**src/design/skf_pkg.sv**
```systemverilog
package skf_pkg;

   // default geometry
   localparam int SAMPLE_WIDTH_DEFAULT  = 32;
   localparam int VARIANCE_FRAC_DEFAULT = 32;

   // fixed field widths on the channels
   localparam int MEAS_WIDTH     = 32;
   localparam int EST_WIDTH      = 32;
   localparam int GAIN_FRAC      = 32;
   localparam int GAIN_WIDTH     = GAIN_FRAC + 1;
   localparam int CSR_DATA_WIDTH = 48;
   localparam int CSR_INDEX_WIDTH = 2;

   // register indexes
   localparam logic [CSR_INDEX_WIDTH-1:0] CSR_PROCESS_NOISE     = 2'd0;
   localparam logic [CSR_INDEX_WIDTH-1:0] CSR_MEASUREMENT_NOISE = 2'd1;

   // item kinds
   localparam logic KIND_MEASURE = 1'b0;
   localparam logic KIND_RESTART = 1'b1;

   // reset value of the process noise register
   localparam longint unsigned PROCESS_NOISE_RESET = 64'd42950;

   // gain of exactly one
   localparam logic [GAIN_WIDTH-1:0] GAIN_ONE = {1'b1, {GAIN_FRAC{1'b0}}};

endpackage

```
**src/design/skf_ifs.sv**
```systemverilog
// measurement / restart word channel
interface skf_req_if import skf_pkg::*; ();
   logic                          valid;
   logic                          ready;
   logic                          kind;
   logic signed [MEAS_WIDTH-1:0]  measurement;

   modport source (output valid, kind, measurement, input ready);
   modport sink   (input valid, kind, measurement, output ready);
endinterface

// result word channel
interface skf_rsp_if import skf_pkg::*; ();
   logic                         valid;
   logic                         ready;
   logic signed [EST_WIDTH-1:0]  estimate;
   logic [GAIN_WIDTH-1:0]        gain;

   modport source (output valid, estimate, gain, input ready);
   modport sink   (input valid, estimate, gain, output ready);
endinterface

// register write channel
interface skf_csr_if import skf_pkg::*; ();
   logic                        valid;
   logic                        ready;
   logic [CSR_INDEX_WIDTH-1:0]  index;
   logic [CSR_DATA_WIDTH-1:0]   data;

   modport source (output valid, index, data, input ready);
   modport sink   (input valid, index, data, output ready);
endinterface

```
**src/design/scalar_kalman_filter.sv**
```systemverilog
// scalar kalman filter, random-walk model, estimate Q16.16, variance Q16.F
//
// req_chan takes one word per item: kind selects a measurement update or a
// restart that sets the variance back to one. rsp_chan returns one word per
// item: the new estimate and the gain used (zero on restart).
// csr_chan writes process noise (index 0) or measurement noise (index 1);
// write only while the filter is idle. csr_chan is always ready.
//
// a measurement runs through a 33-step restoring divider for the gain; the
// two products with the gain are built bit by bit from the quotient bits as
// they come out, so the divider loop sets the time. a measurement passes
// through prep, sign, div (skipped on a zero denominator), fin1, fin2 and
// out before its result is loaded into the output register; a restart goes
// straight to out. a new word is taken only once the last result is loaded.
//
// reset clears the estimate to zero, the variance and measurement noise to
// one and process noise to its default; no result is pending after reset.
// the result sits in an output register; if rsp_chan stalls, a finished
// item waits there and the filter holds its next result until it drains.
module scalar_kalman_filter import skf_pkg::*; #(
   parameter int SAMPLE_WIDTH       = SAMPLE_WIDTH_DEFAULT,
   parameter int VARIANCE_FRAC_BITS = VARIANCE_FRAC_DEFAULT
) (
   input logic        clock,
   input logic        reset,
   skf_req_if.sink    req_chan,
   skf_rsp_if.source  rsp_chan,
   skf_csr_if.sink    csr_chan
);

   localparam int SW = SAMPLE_WIDTH;
   localparam int VW = VARIANCE_FRAC_BITS + 16;
   localparam int EW = (SW > MEAS_WIDTH) ? SW : MEAS_WIDTH;
   localparam int CW = (VW > CSR_DATA_WIDTH) ? VW : CSR_DATA_WIDTH;
   localparam int MW = SW + GAIN_FRAC + 1;
   localparam int PW = VW + GAIN_FRAC;
   localparam int DIV_STEPS = GAIN_FRAC + 1;
   localparam int CNT_W = $clog2(DIV_STEPS + 1);

   localparam logic [CNT_W-1:0] CNT_LAST = CNT_W'(DIV_STEPS);
   localparam logic [VW-1:0] VAR_ONE = {{(VW-1){1'b0}}, 1'b1} << VARIANCE_FRAC_BITS;
   localparam logic [VW-1:0] VAR_MAX = {VW{1'b1}};
   localparam logic [MW-1:0] HALF_M  = MW'(1) << (GAIN_FRAC - 1);
   localparam logic [PW-1:0] HALF_P  = PW'(1) << (GAIN_FRAC - 1);

   // sequencer states
   localparam logic [2:0] ST_IDLE = 3'd0;
   localparam logic [2:0] ST_PREP = 3'd1;
   localparam logic [2:0] ST_SIGN = 3'd2;
   localparam logic [2:0] ST_DIV  = 3'd3;
   localparam logic [2:0] ST_FIN1 = 3'd4;
   localparam logic [2:0] ST_FIN2 = 3'd5;
   localparam logic [2:0] ST_OUT  = 3'd6;

   logic [2:0]            state_ff, state_in;
   logic [CNT_W-1:0]      cnt_ff, cnt_in;
   logic                  kind_ff, kind_in;
   logic [SW-1:0]         meas_ff, meas_in;
   logic [SW-1:0]         estimate_ff, estimate_in;
   logic [VW-1:0]         variance_ff, variance_in;
   logic [VW-1:0]         pnoise_ff, pnoise_in;
   logic [VW-1:0]         mnoise_ff, mnoise_in;
   logic [VW:0]           sum_ff, sum_in;
   logic [SW:0]           diff_ff, diff_in;
   logic [SW:0]           mag_ff, mag_in;
   logic                  neg_ff, neg_in;
   logic [VW:0]           rem_ff, rem_in;
   logic [GAIN_WIDTH-1:0] quo_ff, quo_in;
   logic                  qbit_ff, qbit_in;
   logic [MW-1:0]         accm_ff, accm_in;
   logic [PW-1:0]         accp_ff, accp_in;
   logic [SW:0]           step_ff, step_in;
   logic [VW-1:0]         vprod_ff, vprod_in;
   logic                  rsp_valid_ff, rsp_valid_in;
   logic [EST_WIDTH-1:0]  rsp_est_ff, rsp_est_in;
   logic [GAIN_WIDTH-1:0] rsp_gain_ff, rsp_gain_in;

   logic                  req_take;
   logic                  out_load;
   logic [EW-1:0]         meas_ext;
   logic [EW-1:0]         est_ext;
   logic [CW-1:0]         csr_ext;
   logic [VW+1:0]         trial;
   logic                  trial_ge;
   logic [PW-1:0]         vwide;
   logic [SW:0]           est_base;
   logic [VW:0]           vsum;

   // channel handshakes
   assign req_chan.ready  = (state_ff == ST_IDLE);
   assign req_take        = req_chan.valid && req_chan.ready;
   assign csr_chan.ready  = 1'b1;
   assign out_load        = (state_ff == ST_OUT) && (!rsp_valid_ff || rsp_chan.ready);
   assign rsp_chan.valid    = rsp_valid_ff;
   assign rsp_chan.estimate = rsp_est_ff;
   assign rsp_chan.gain     = rsp_gain_ff;

   // field extension and truncation
   assign meas_ext = EW'($unsigned(req_chan.measurement));
   assign est_ext  = EW'($signed(estimate_ff));
   assign csr_ext  = CW'(csr_chan.data);

   // one restoring divider step
   assign trial    = (cnt_ff == '0) ? {1'b0, rem_ff} : {rem_ff, 1'b0};
   assign trial_ge = trial >= {1'b0, sum_ff};

   // rounding and update terms
   assign vwide    = {variance_ff, {GAIN_FRAC{1'b0}}} | HALF_P;
   assign est_base = {estimate_ff[SW-1], estimate_ff};
   assign vsum     = {1'b0, vprod_ff} + {1'b0, pnoise_ff};

   // sequencer and datapath next state
   always_comb begin
      state_in     = state_ff;
      cnt_in       = cnt_ff;
      kind_in      = kind_ff;
      meas_in      = meas_ff;
      estimate_in  = estimate_ff;
      variance_in  = variance_ff;
      pnoise_in    = pnoise_ff;
      mnoise_in    = mnoise_ff;
      sum_in       = sum_ff;
      diff_in      = diff_ff;
      mag_in       = mag_ff;
      neg_in       = neg_ff;
      rem_in       = rem_ff;
      quo_in       = quo_ff;
      qbit_in      = qbit_ff;
      accm_in      = accm_ff;
      accp_in      = accp_ff;
      step_in      = step_ff;
      vprod_in     = vprod_ff;
      rsp_valid_in = rsp_valid_ff && !rsp_chan.ready;
      rsp_est_in   = rsp_est_ff;
      rsp_gain_in  = rsp_gain_ff;

      // register writes
      if (csr_chan.valid) begin
         unique case (csr_chan.index)
            CSR_PROCESS_NOISE:     pnoise_in = csr_ext[VW-1:0];
            CSR_MEASUREMENT_NOISE: mnoise_in = csr_ext[VW-1:0];
            default: ;
         endcase
      end

      unique case (state_ff)
         ST_IDLE: begin
            if (req_take) begin
               kind_in = req_chan.kind;
               meas_in = meas_ext[SW-1:0];
               quo_in  = '0;
               qbit_in = 1'b0;
               accm_in = '0;
               accp_in = '0;
               cnt_in  = '0;
               if (req_chan.kind == KIND_RESTART) begin
                  variance_in = VAR_ONE;
                  state_in    = ST_OUT;
               end else begin
                  state_in = ST_PREP;
               end
            end
         end
         // denominator and innovation
         ST_PREP: begin
            sum_in   = {1'b0, variance_ff} + {1'b0, mnoise_ff};
            diff_in  = {meas_ff[SW-1], meas_ff} - est_base;
            state_in = ST_SIGN;
         end
         // magnitude of the innovation, divider seed
         ST_SIGN: begin
            neg_in   = diff_ff[SW];
            mag_in   = diff_ff[SW] ? (SW+1)'(-diff_ff) : diff_ff;
            rem_in   = {1'b0, variance_ff};
            cnt_in   = '0;
            state_in = (sum_ff == '0) ? ST_FIN1 : ST_DIV;
         end
         // divide, and fold last cycle's quotient bit into both products
         ST_DIV: begin
            accm_in = {accm_ff[MW-2:0], 1'b0} + (qbit_ff ? MW'(mag_ff) : '0);
            accp_in = {accp_ff[PW-2:0], 1'b0} + (qbit_ff ? PW'(variance_ff) : '0);
            if (cnt_ff != CNT_LAST) begin
               rem_in  = trial_ge ? (VW+1)'(trial - {1'b0, sum_ff}) : (VW+1)'(trial);
               quo_in  = {quo_ff[GAIN_WIDTH-2:0], trial_ge};
               qbit_in = trial_ge;
               cnt_in  = CNT_W'(cnt_ff + 1'b1);
            end else begin
               state_in = ST_FIN1;
            end
         end
         // round both products to the gain's binary point
         ST_FIN1: begin
            step_in  = (SW+1)'((accm_ff + HALF_M) >> GAIN_FRAC);
            vprod_in = VW'((vwide - accp_ff) >> GAIN_FRAC);
            state_in = ST_FIN2;
         end
         // estimate moves by the step, variance gets Q with saturation
         ST_FIN2: begin
            estimate_in = neg_ff ? SW'(est_base - step_ff) : SW'(est_base + step_ff);
            variance_in = vsum[VW] ? VAR_MAX : vsum[VW-1:0];
            state_in    = ST_OUT;
         end
         ST_OUT: begin
            if (out_load) begin
               rsp_valid_in = 1'b1;
               rsp_est_in   = est_ext[EST_WIDTH-1:0];
               rsp_gain_in  = quo_ff;
               state_in     = ST_IDLE;
            end
         end
         default: state_in = ST_IDLE;
      endcase
   end

   // registers
   always_ff @(posedge clock) begin
      if (reset) begin
         state_ff     <= ST_IDLE;
         rsp_valid_ff <= 1'b0;
         estimate_ff  <= '0;
         variance_ff  <= VAR_ONE;
         pnoise_ff    <= VW'(PROCESS_NOISE_RESET);
         mnoise_ff    <= VAR_ONE;
      end else begin
         state_ff     <= state_in;
         rsp_valid_ff <= rsp_valid_in;
         estimate_ff  <= estimate_in;
         variance_ff  <= variance_in;
         pnoise_ff    <= pnoise_in;
         mnoise_ff    <= mnoise_in;
      end
      cnt_ff      <= cnt_in;
      kind_ff     <= kind_in;
      meas_ff     <= meas_in;
      sum_ff      <= sum_in;
      diff_ff     <= diff_in;
      mag_ff      <= mag_in;
      neg_ff      <= neg_in;
      rem_ff      <= rem_in;
      quo_ff      <= quo_in;
      qbit_ff     <= qbit_in;
      accm_ff     <= accm_in;
      accp_ff     <= accp_in;
      step_ff     <= step_in;
      vprod_ff    <= vprod_in;
      rsp_est_ff  <= rsp_est_in;
      rsp_gain_ff <= rsp_gain_in;
   end

   // divider remainder stays below the denominator
   a_rem_below_sum: assert property (@(posedge clock) disable iff (reset)
      (state_ff == ST_DIV && cnt_ff != '0) |-> rem_ff < sum_ff)
      else $error("divider remainder not below denominator");

   // restart puts the variance back to one
   a_restart_variance: assert property (@(posedge clock) disable iff (reset)
      (req_take && req_chan.kind == KIND_RESTART) |=> variance_ff == VAR_ONE)
      else $error("restart did not reset the variance");

   // restart result carries zero gain
   a_restart_gain: assert property (@(posedge clock) disable iff (reset)
      (out_load && kind_ff == KIND_RESTART) |=> rsp_chan.gain == '0)
      else $error("restart result with nonzero gain");

   // gain never above one
   a_gain_range: assert property (@(posedge clock) disable iff (reset)
      rsp_chan.valid |-> rsp_chan.gain <= GAIN_ONE)
      else $error("gain above one");

endmodule

```
**src/flat_wrapper.sv**
```systemverilog
// flat-port wrapper written by rule: the top's interface ports become plain ports
module scalar_kalman_filter_flat import skf_pkg::*;
#(
   parameter int SAMPLE_WIDTH       = SAMPLE_WIDTH_DEFAULT,
   parameter int VARIANCE_FRAC_BITS = VARIANCE_FRAC_DEFAULT
)
  (clock, reset, req_chan_valid, req_chan_kind, req_chan_measurement, req_chan_ready, rsp_chan_valid, rsp_chan_estimate, rsp_chan_gain, rsp_chan_ready, csr_chan_valid, csr_chan_index, csr_chan_data, csr_chan_ready);
  skf_req_if req_chan_i ();
  skf_rsp_if rsp_chan_i ();
  skf_csr_if csr_chan_i ();
  input logic clock;
  input logic reset;
  input wire logic [$bits(req_chan_i.valid)-1:0] req_chan_valid;
  input wire logic [$bits(req_chan_i.kind)-1:0] req_chan_kind;
  input wire logic [$bits(req_chan_i.measurement)-1:0] req_chan_measurement;
  output wire logic [$bits(req_chan_i.ready)-1:0] req_chan_ready;
  output wire logic [$bits(rsp_chan_i.valid)-1:0] rsp_chan_valid;
  output wire logic [$bits(rsp_chan_i.estimate)-1:0] rsp_chan_estimate;
  output wire logic [$bits(rsp_chan_i.gain)-1:0] rsp_chan_gain;
  input wire logic [$bits(rsp_chan_i.ready)-1:0] rsp_chan_ready;
  input wire logic [$bits(csr_chan_i.valid)-1:0] csr_chan_valid;
  input wire logic [$bits(csr_chan_i.index)-1:0] csr_chan_index;
  input wire logic [$bits(csr_chan_i.data)-1:0] csr_chan_data;
  output wire logic [$bits(csr_chan_i.ready)-1:0] csr_chan_ready;
  assign req_chan_i.valid = req_chan_valid;
  assign req_chan_i.kind = req_chan_kind;
  assign req_chan_i.measurement = req_chan_measurement;
  assign req_chan_ready = req_chan_i.ready;
  assign rsp_chan_valid = rsp_chan_i.valid;
  assign rsp_chan_estimate = rsp_chan_i.estimate;
  assign rsp_chan_gain = rsp_chan_i.gain;
  assign rsp_chan_i.ready = rsp_chan_ready;
  assign csr_chan_i.valid = csr_chan_valid;
  assign csr_chan_i.index = csr_chan_index;
  assign csr_chan_i.data = csr_chan_data;
  assign csr_chan_ready = csr_chan_i.ready;
  scalar_kalman_filter #(.SAMPLE_WIDTH(SAMPLE_WIDTH), .VARIANCE_FRAC_BITS(VARIANCE_FRAC_BITS)) u_core (.clock(clock), .reset(reset), .req_chan(req_chan_i), .rsp_chan(rsp_chan_i), .csr_chan(csr_chan_i));
endmodule
```
**config.mk**
```make
export PLATFORM = sky130hd
export DESIGN_NAME = scalar_kalman_filter_flat
export DESIGN_NICKNAME = d
export VERILOG_FILES = /design/src/design/skf_pkg.sv /design/src/design/skf_ifs.sv /design/src/design/scalar_kalman_filter.sv /design/src/flat_wrapper.sv
export SDC_FILE = /design/constraint.sdc
export NUM_CORES = 2
export LEC_CHECK = 0
export BUFFER_PORTS_ARGS = -buffer_cell sky130_fd_sc_hd__buf_2
export CELL_PAD_IN_SITES_DETAIL_PLACEMENT = 1
export CELL_PAD_IN_SITES_GLOBAL_PLACEMENT = 1
export CORE_ASPECT_RATIO = 1.25
export CORE_UTILIZATION = 53
export CTS_CLUSTER_SIZE = 30
export DETAILED_ROUTE_END_ITERATION = 10
export PLACE_DENSITY = 0.95
export SLEW_MARGIN = 20
export SYNTH_ARGS = -nofsm -noshare
export SYNTH_HDL_FRONTEND = slang
export SYNTH_SLANG_ARGS = --single-unit
```
**constraint.sdc**
```tcl
create_clock -name clock -period 14.3 [get_ports clock]
set_input_delay 0.715 -clock clock [delete_from_list [all_inputs] [get_ports clock]]
set_output_delay 0.715 -clock clock [all_outputs]
set_load 0.02 [all_outputs]
```
==> flow_metrics.py <==
metrics = {
    "routing": {
        "drt-initial-drc-count": 5687,
        "vias": 43500,
        "via_per_inst": 7.11,
        "drtAntennaViolNets": 0,
        "drc": 0,
        "dr.pass1.iters": 8,
        "wire_per_inst_um": 31.8,
        "routed_wl_mm": 194,
    },
    "clock_network": {
        "post_cts_buffers": 0,
        "htreeDepth": 3,
        "hold_buffers": 0,
        "clk_path_buf_depth": 3,
        "clkTransAtPathRegs_ns": 0.07,
        "cts_root_buf": "clkbuf_16",
        "cts_resized": 0,
        "cts_buffers": 76,
        "cts_tree": "yes",
        "cts_sinks": 705,
        "insertion_delay_ns": 0.75,
    },
    "die": {
        "die_area_sq_mm": 0.0864,
        "row_count": 119,
        "die_w_um": 263,
        "pin_count": 156,
        "core_area_sq_mm": 0.0843,
        "fp.dieH_um": 328,
        "start_util": 0.536,
    },
    "critical_path": {
        "r2r-start": "u_core.cnt_ff[2]",
        "path_max_fanout": 50,
        "path_cells": "nor3_1 > nand3b_1 > buf_4 > inv_1 > buf_4 > nand2_1 > ha_1 > fa_1 > nor2b_1 > o31a_1 > o21ai_0 > a21oi_1 > o211ai_2 > a31oi_2 > a211oi_2 > o31a_2 > nor2_1 > a41o_2 > buf_4 > o21ai_0 > o21ai_0",
        "cpPeakStageDelay_ns": 0.72,
        "r2r_slack_ns": 6.88,
        "cp_top_family": "compound AO/OA/AOI/OAI gates",
        "critPathArrivalTime_ns": 7.82,
        "cp.buffers_inverters": 4,
        "slowest_stage": "o21ai_0",
        "crit_path_end_kind": "flop",
        "worstPathRequired_ns": 14.70,
        "worst_setup_path_start_kind": "flop",
        "rr_worst_depth": 21,
        "worstSetupPathType": "reg2reg",
        "r2r-end": "u_core.rem_ff[21]",
    },
    "synthesis": {
        "synth_flop_cell": "edfxtp_1",
        "syn-num-nets": 5305,
        "synthCells": 4870,
        "synth_seq_area_share": 0.429,
        "synth-edff-count": 525,
        "async_flop_share": 0,
        "syn_area_sq_mm": 0.0452,
        "ys_warn_count": 0,
        "synthDistinctLibCells": 102,
        "avgSynthCellArea_sq_um": 9.28,
        "synth-seq-cells": 705,
    },
    "sta": {
        "final-setup-viol-count": 0,
        "fin_crit_ns": 7.42,
        "hold_violations": 0,
        "tns_ns": 0,
        "fin_skew_ns": 0.0769,
        "rsz0062_at_grt": "false",
        "maxSlewViolCount": 0,
        "worst_pin_slew_ns": 1.23,
        "period_share": 0.519,
        "max_freq_mhz": 135,
        "max_slew_margin": 0.173,
    },
    "status": {
        "status": "finished clean",
    },
    "grt": {
        "grt_first_pass_wirelength_mm": 275,
        "overflow": 0,
        "grt_max_degree": 85,
        "grt_pass1_vias": 45300,
        "antenna_found_initial": 15,
        "grtUsageTotal": 0.416,
    },
    "power": {
        "leakagePower_nw": 20.8,
        "powerDensity_mw_per_mm2": 211,
        "power_mw": 10.5,
        "ir_drop_mv": 0.167,
    },
    "final_layout": {
        "nets": 5390,
        "drive_above_1_share": 0.0777,
        "fillers": 9329,
        "syn_to_final_growth_pct": 9.69,
        "regArea_sq_mm": 0.0194,
        "multi_input_area_sq_mm": 0.0243,
        "final_cells": 6116,
    },
    "worst_hold_path": {
        "hold_class": "in2reg",
        "whs_path_depth": 1,
        "min_from": "req_chan_measurement[29]",
        "min_to": "u_core.meas_ff[29]",
    },
    "job": {
        "drv_cap": 0,
    },
    "placed_design": {
        "dp_hpwl_mm": 115,
        "port_buffers": 154,
        "gp_congestion": 0.948,
        "dp_cells": 5963,
    },
}
-- routing by layer --
layer	wire [um]	part of all wire	global-route usage
met3	22100	0.11	0.116
met4	22800	0.12	0.373
met2	87400	0.45	0.684
met1	61700	0.32	0.436
met5	85	0.00044	0
-- stage by stage --
step           setup WS [ns]  hold slack (ns)  instance area, sq um  utilization
2_1_floorplan           7.16            0.400                 45200            -
3_3_place_gp            8.19            0.407                 46900        0.557
3_5_place_dp            7.79            0.434                 46900        0.557
5_1_grt                 6.55            0.153                 49500        0.588
6_report                6.88            0.153                 49600        0.588
4_1_cts                 7.59            0.182                 49500        0.587
-- worst register-to-register path, cell delays in order, from the launching register on --
cell and delay, ns:
edfxtp_1 0.51, nor3_1 0.35, nand3b_1 0.13, buf_4 0.35, inv_1 0.47, buf_4 0.53, nand2_1 0.15, ha_1 0.23
fa_1 0.41, nor2b_1 0.17, o31a_1 0.15, o21ai_0 0.11, a21oi_1 0.26, o211ai_2 0.14, a31oi_2 0.35, a211oi_2 0.22
o31a_2 0.42, nor2_1 0.18, a41o_2 0.41, buf_4 0.69, o21ai_0 0.18, o21ai_0 0.72
-- cell type report --
class | instances | area share
Sequential cell | 705 | 0.391
Clock buffer | 105 | 0.0441
Multi-Input combinational cell | 3742 | 0.490
Inverter | 242 | 0.0183
Timing Repair Buffer | 188 | 0.0214
Tap cell | 1089 | 0.0275
Clock inverter | 37 | 0.00755
Antenna cell | 8 | 0.000404
-- Yosys cell counts (102+ instances only) --
cell / instances / area (sq um)
ha_1: 340 / 4250
nor2_1: 332 / 1250
dfxtp_1: 180 / 3600
xor2_1: 132 / 1160
nand3_1: 102 / 510
a21oi_1: 453 / 2270
xnor2_1: 300 / 2630
clkbuf_1: 156 / 586
nand2_1: 709 / 2660
and2_1: 102 / 638
inv_1: 242 / 908
a21o_1: 200 / 1500
o21ai_0: 255 / 1280
edfxtp_1: 525 / 15800
-- kinds of logic (layout without fill, tap and decap cells) --
kind of cell / count (synthesis) / count (layout) / share of synthesized area
AO/OA/AOI/OAI: 1217 / 1217 / 0.169
XOR/XNOR: 432 / 432 / 0.0837
adder cells (fa/ha/maj): 347 / 347 / 0.0973
buffers and inverters: 423 / 572 / 0.0359
flip-flops: 705 / 705 / 0.429
multiplexers: 41 / 41 / 0.00911
other: 1 / 9 / 0.0000830
AND/OR/NAND/NOR: 1704 / 1704 / 0.176
-- worst max path at each step --
stage / depth (start not counted) / slack [ns] / to / from
2_1_floorplan: 3 / 7.16 / u_core.step_ff[0] / u_core.state_ff[0]
3_3_place_gp: 21 / 8.19 / u_core.rem_ff[0] / u_core.cnt_ff[3]
3_5_place_dp: 21 / 7.79 / u_core.rem_ff[30] / u_core.cnt_ff[2]
4_1_cts: 21 / 7.59 / u_core.rem_ff[30] / u_core.cnt_ff[2]
5_1_grt: 21 / 6.55 / u_core.rem_ff[21] / u_core.cnt_ff[2]
6_report: 21 / 6.88 / u_core.rem_ff[21] / u_core.cnt_ff[2]
-- state kept, by name (all words and copies together), names as in the netlist --
name / cells
u_core.est_ext: 32
u_core.accm_ff: 64
u_core.state_ff: 3
u_core.diff_ff: 33
u_core.step_ff: 32
u_core.vprod_ff: 48
u_core.pnoise_ff: 48
u_core.mag_ff: 33
u_core.cnt_ff: 6
u_core.rsp_chan.gain: 33
u_core.rsp_chan.estimate: 32
u_core.neg_ff: 1
u_core.variance_ff: 48
u_core.rem_ff: 49
u_core.meas_ff: 32
u_core.rsp_chan.valid: 1
u_core.accp_ff: 80
u_core.quo_ff: 33
u_core.sum_ff: 49
u_core.mnoise_ff: 48
-- power breakdown --
part | leakage (nW) | switching, mW | internal [mW] | total [mW]
sequential | 6.45 | 0.495 | 2.96 | 3.46
combinational | 13.1 | 3.28 | 1.56 | 4.84
clock | 1.26 | 1.01 | 1.16 | 2.17
-- placed cells by master, fill, tap and decap left out, types with 22 or more instances in the layout --
cell type	count
o21ai_0	254
xor2_1	132
and3_1	86
nand4_1	71
buf_4	31
a21oi_1	453
mux2i_1	40
nor4_1	34
ha_1	340
nand3_1	102
nor2b_1	53
or3_1	30
o31ai_1	22
buf_2	153
clkbuf_16	80
o21bai_1	44
inv_1	242
nand2b_1	50
edfxtp_1	525
dfxtp_1	180
nor3_1	62
xnor2_1	300
and2_1	101
nand2_1	708
a211oi_1	22
o21a_1	31
a31oi_1	27
a21o_1	200
nor2_1	328
No activity file was read; power rests on OpenSTA's default activity.
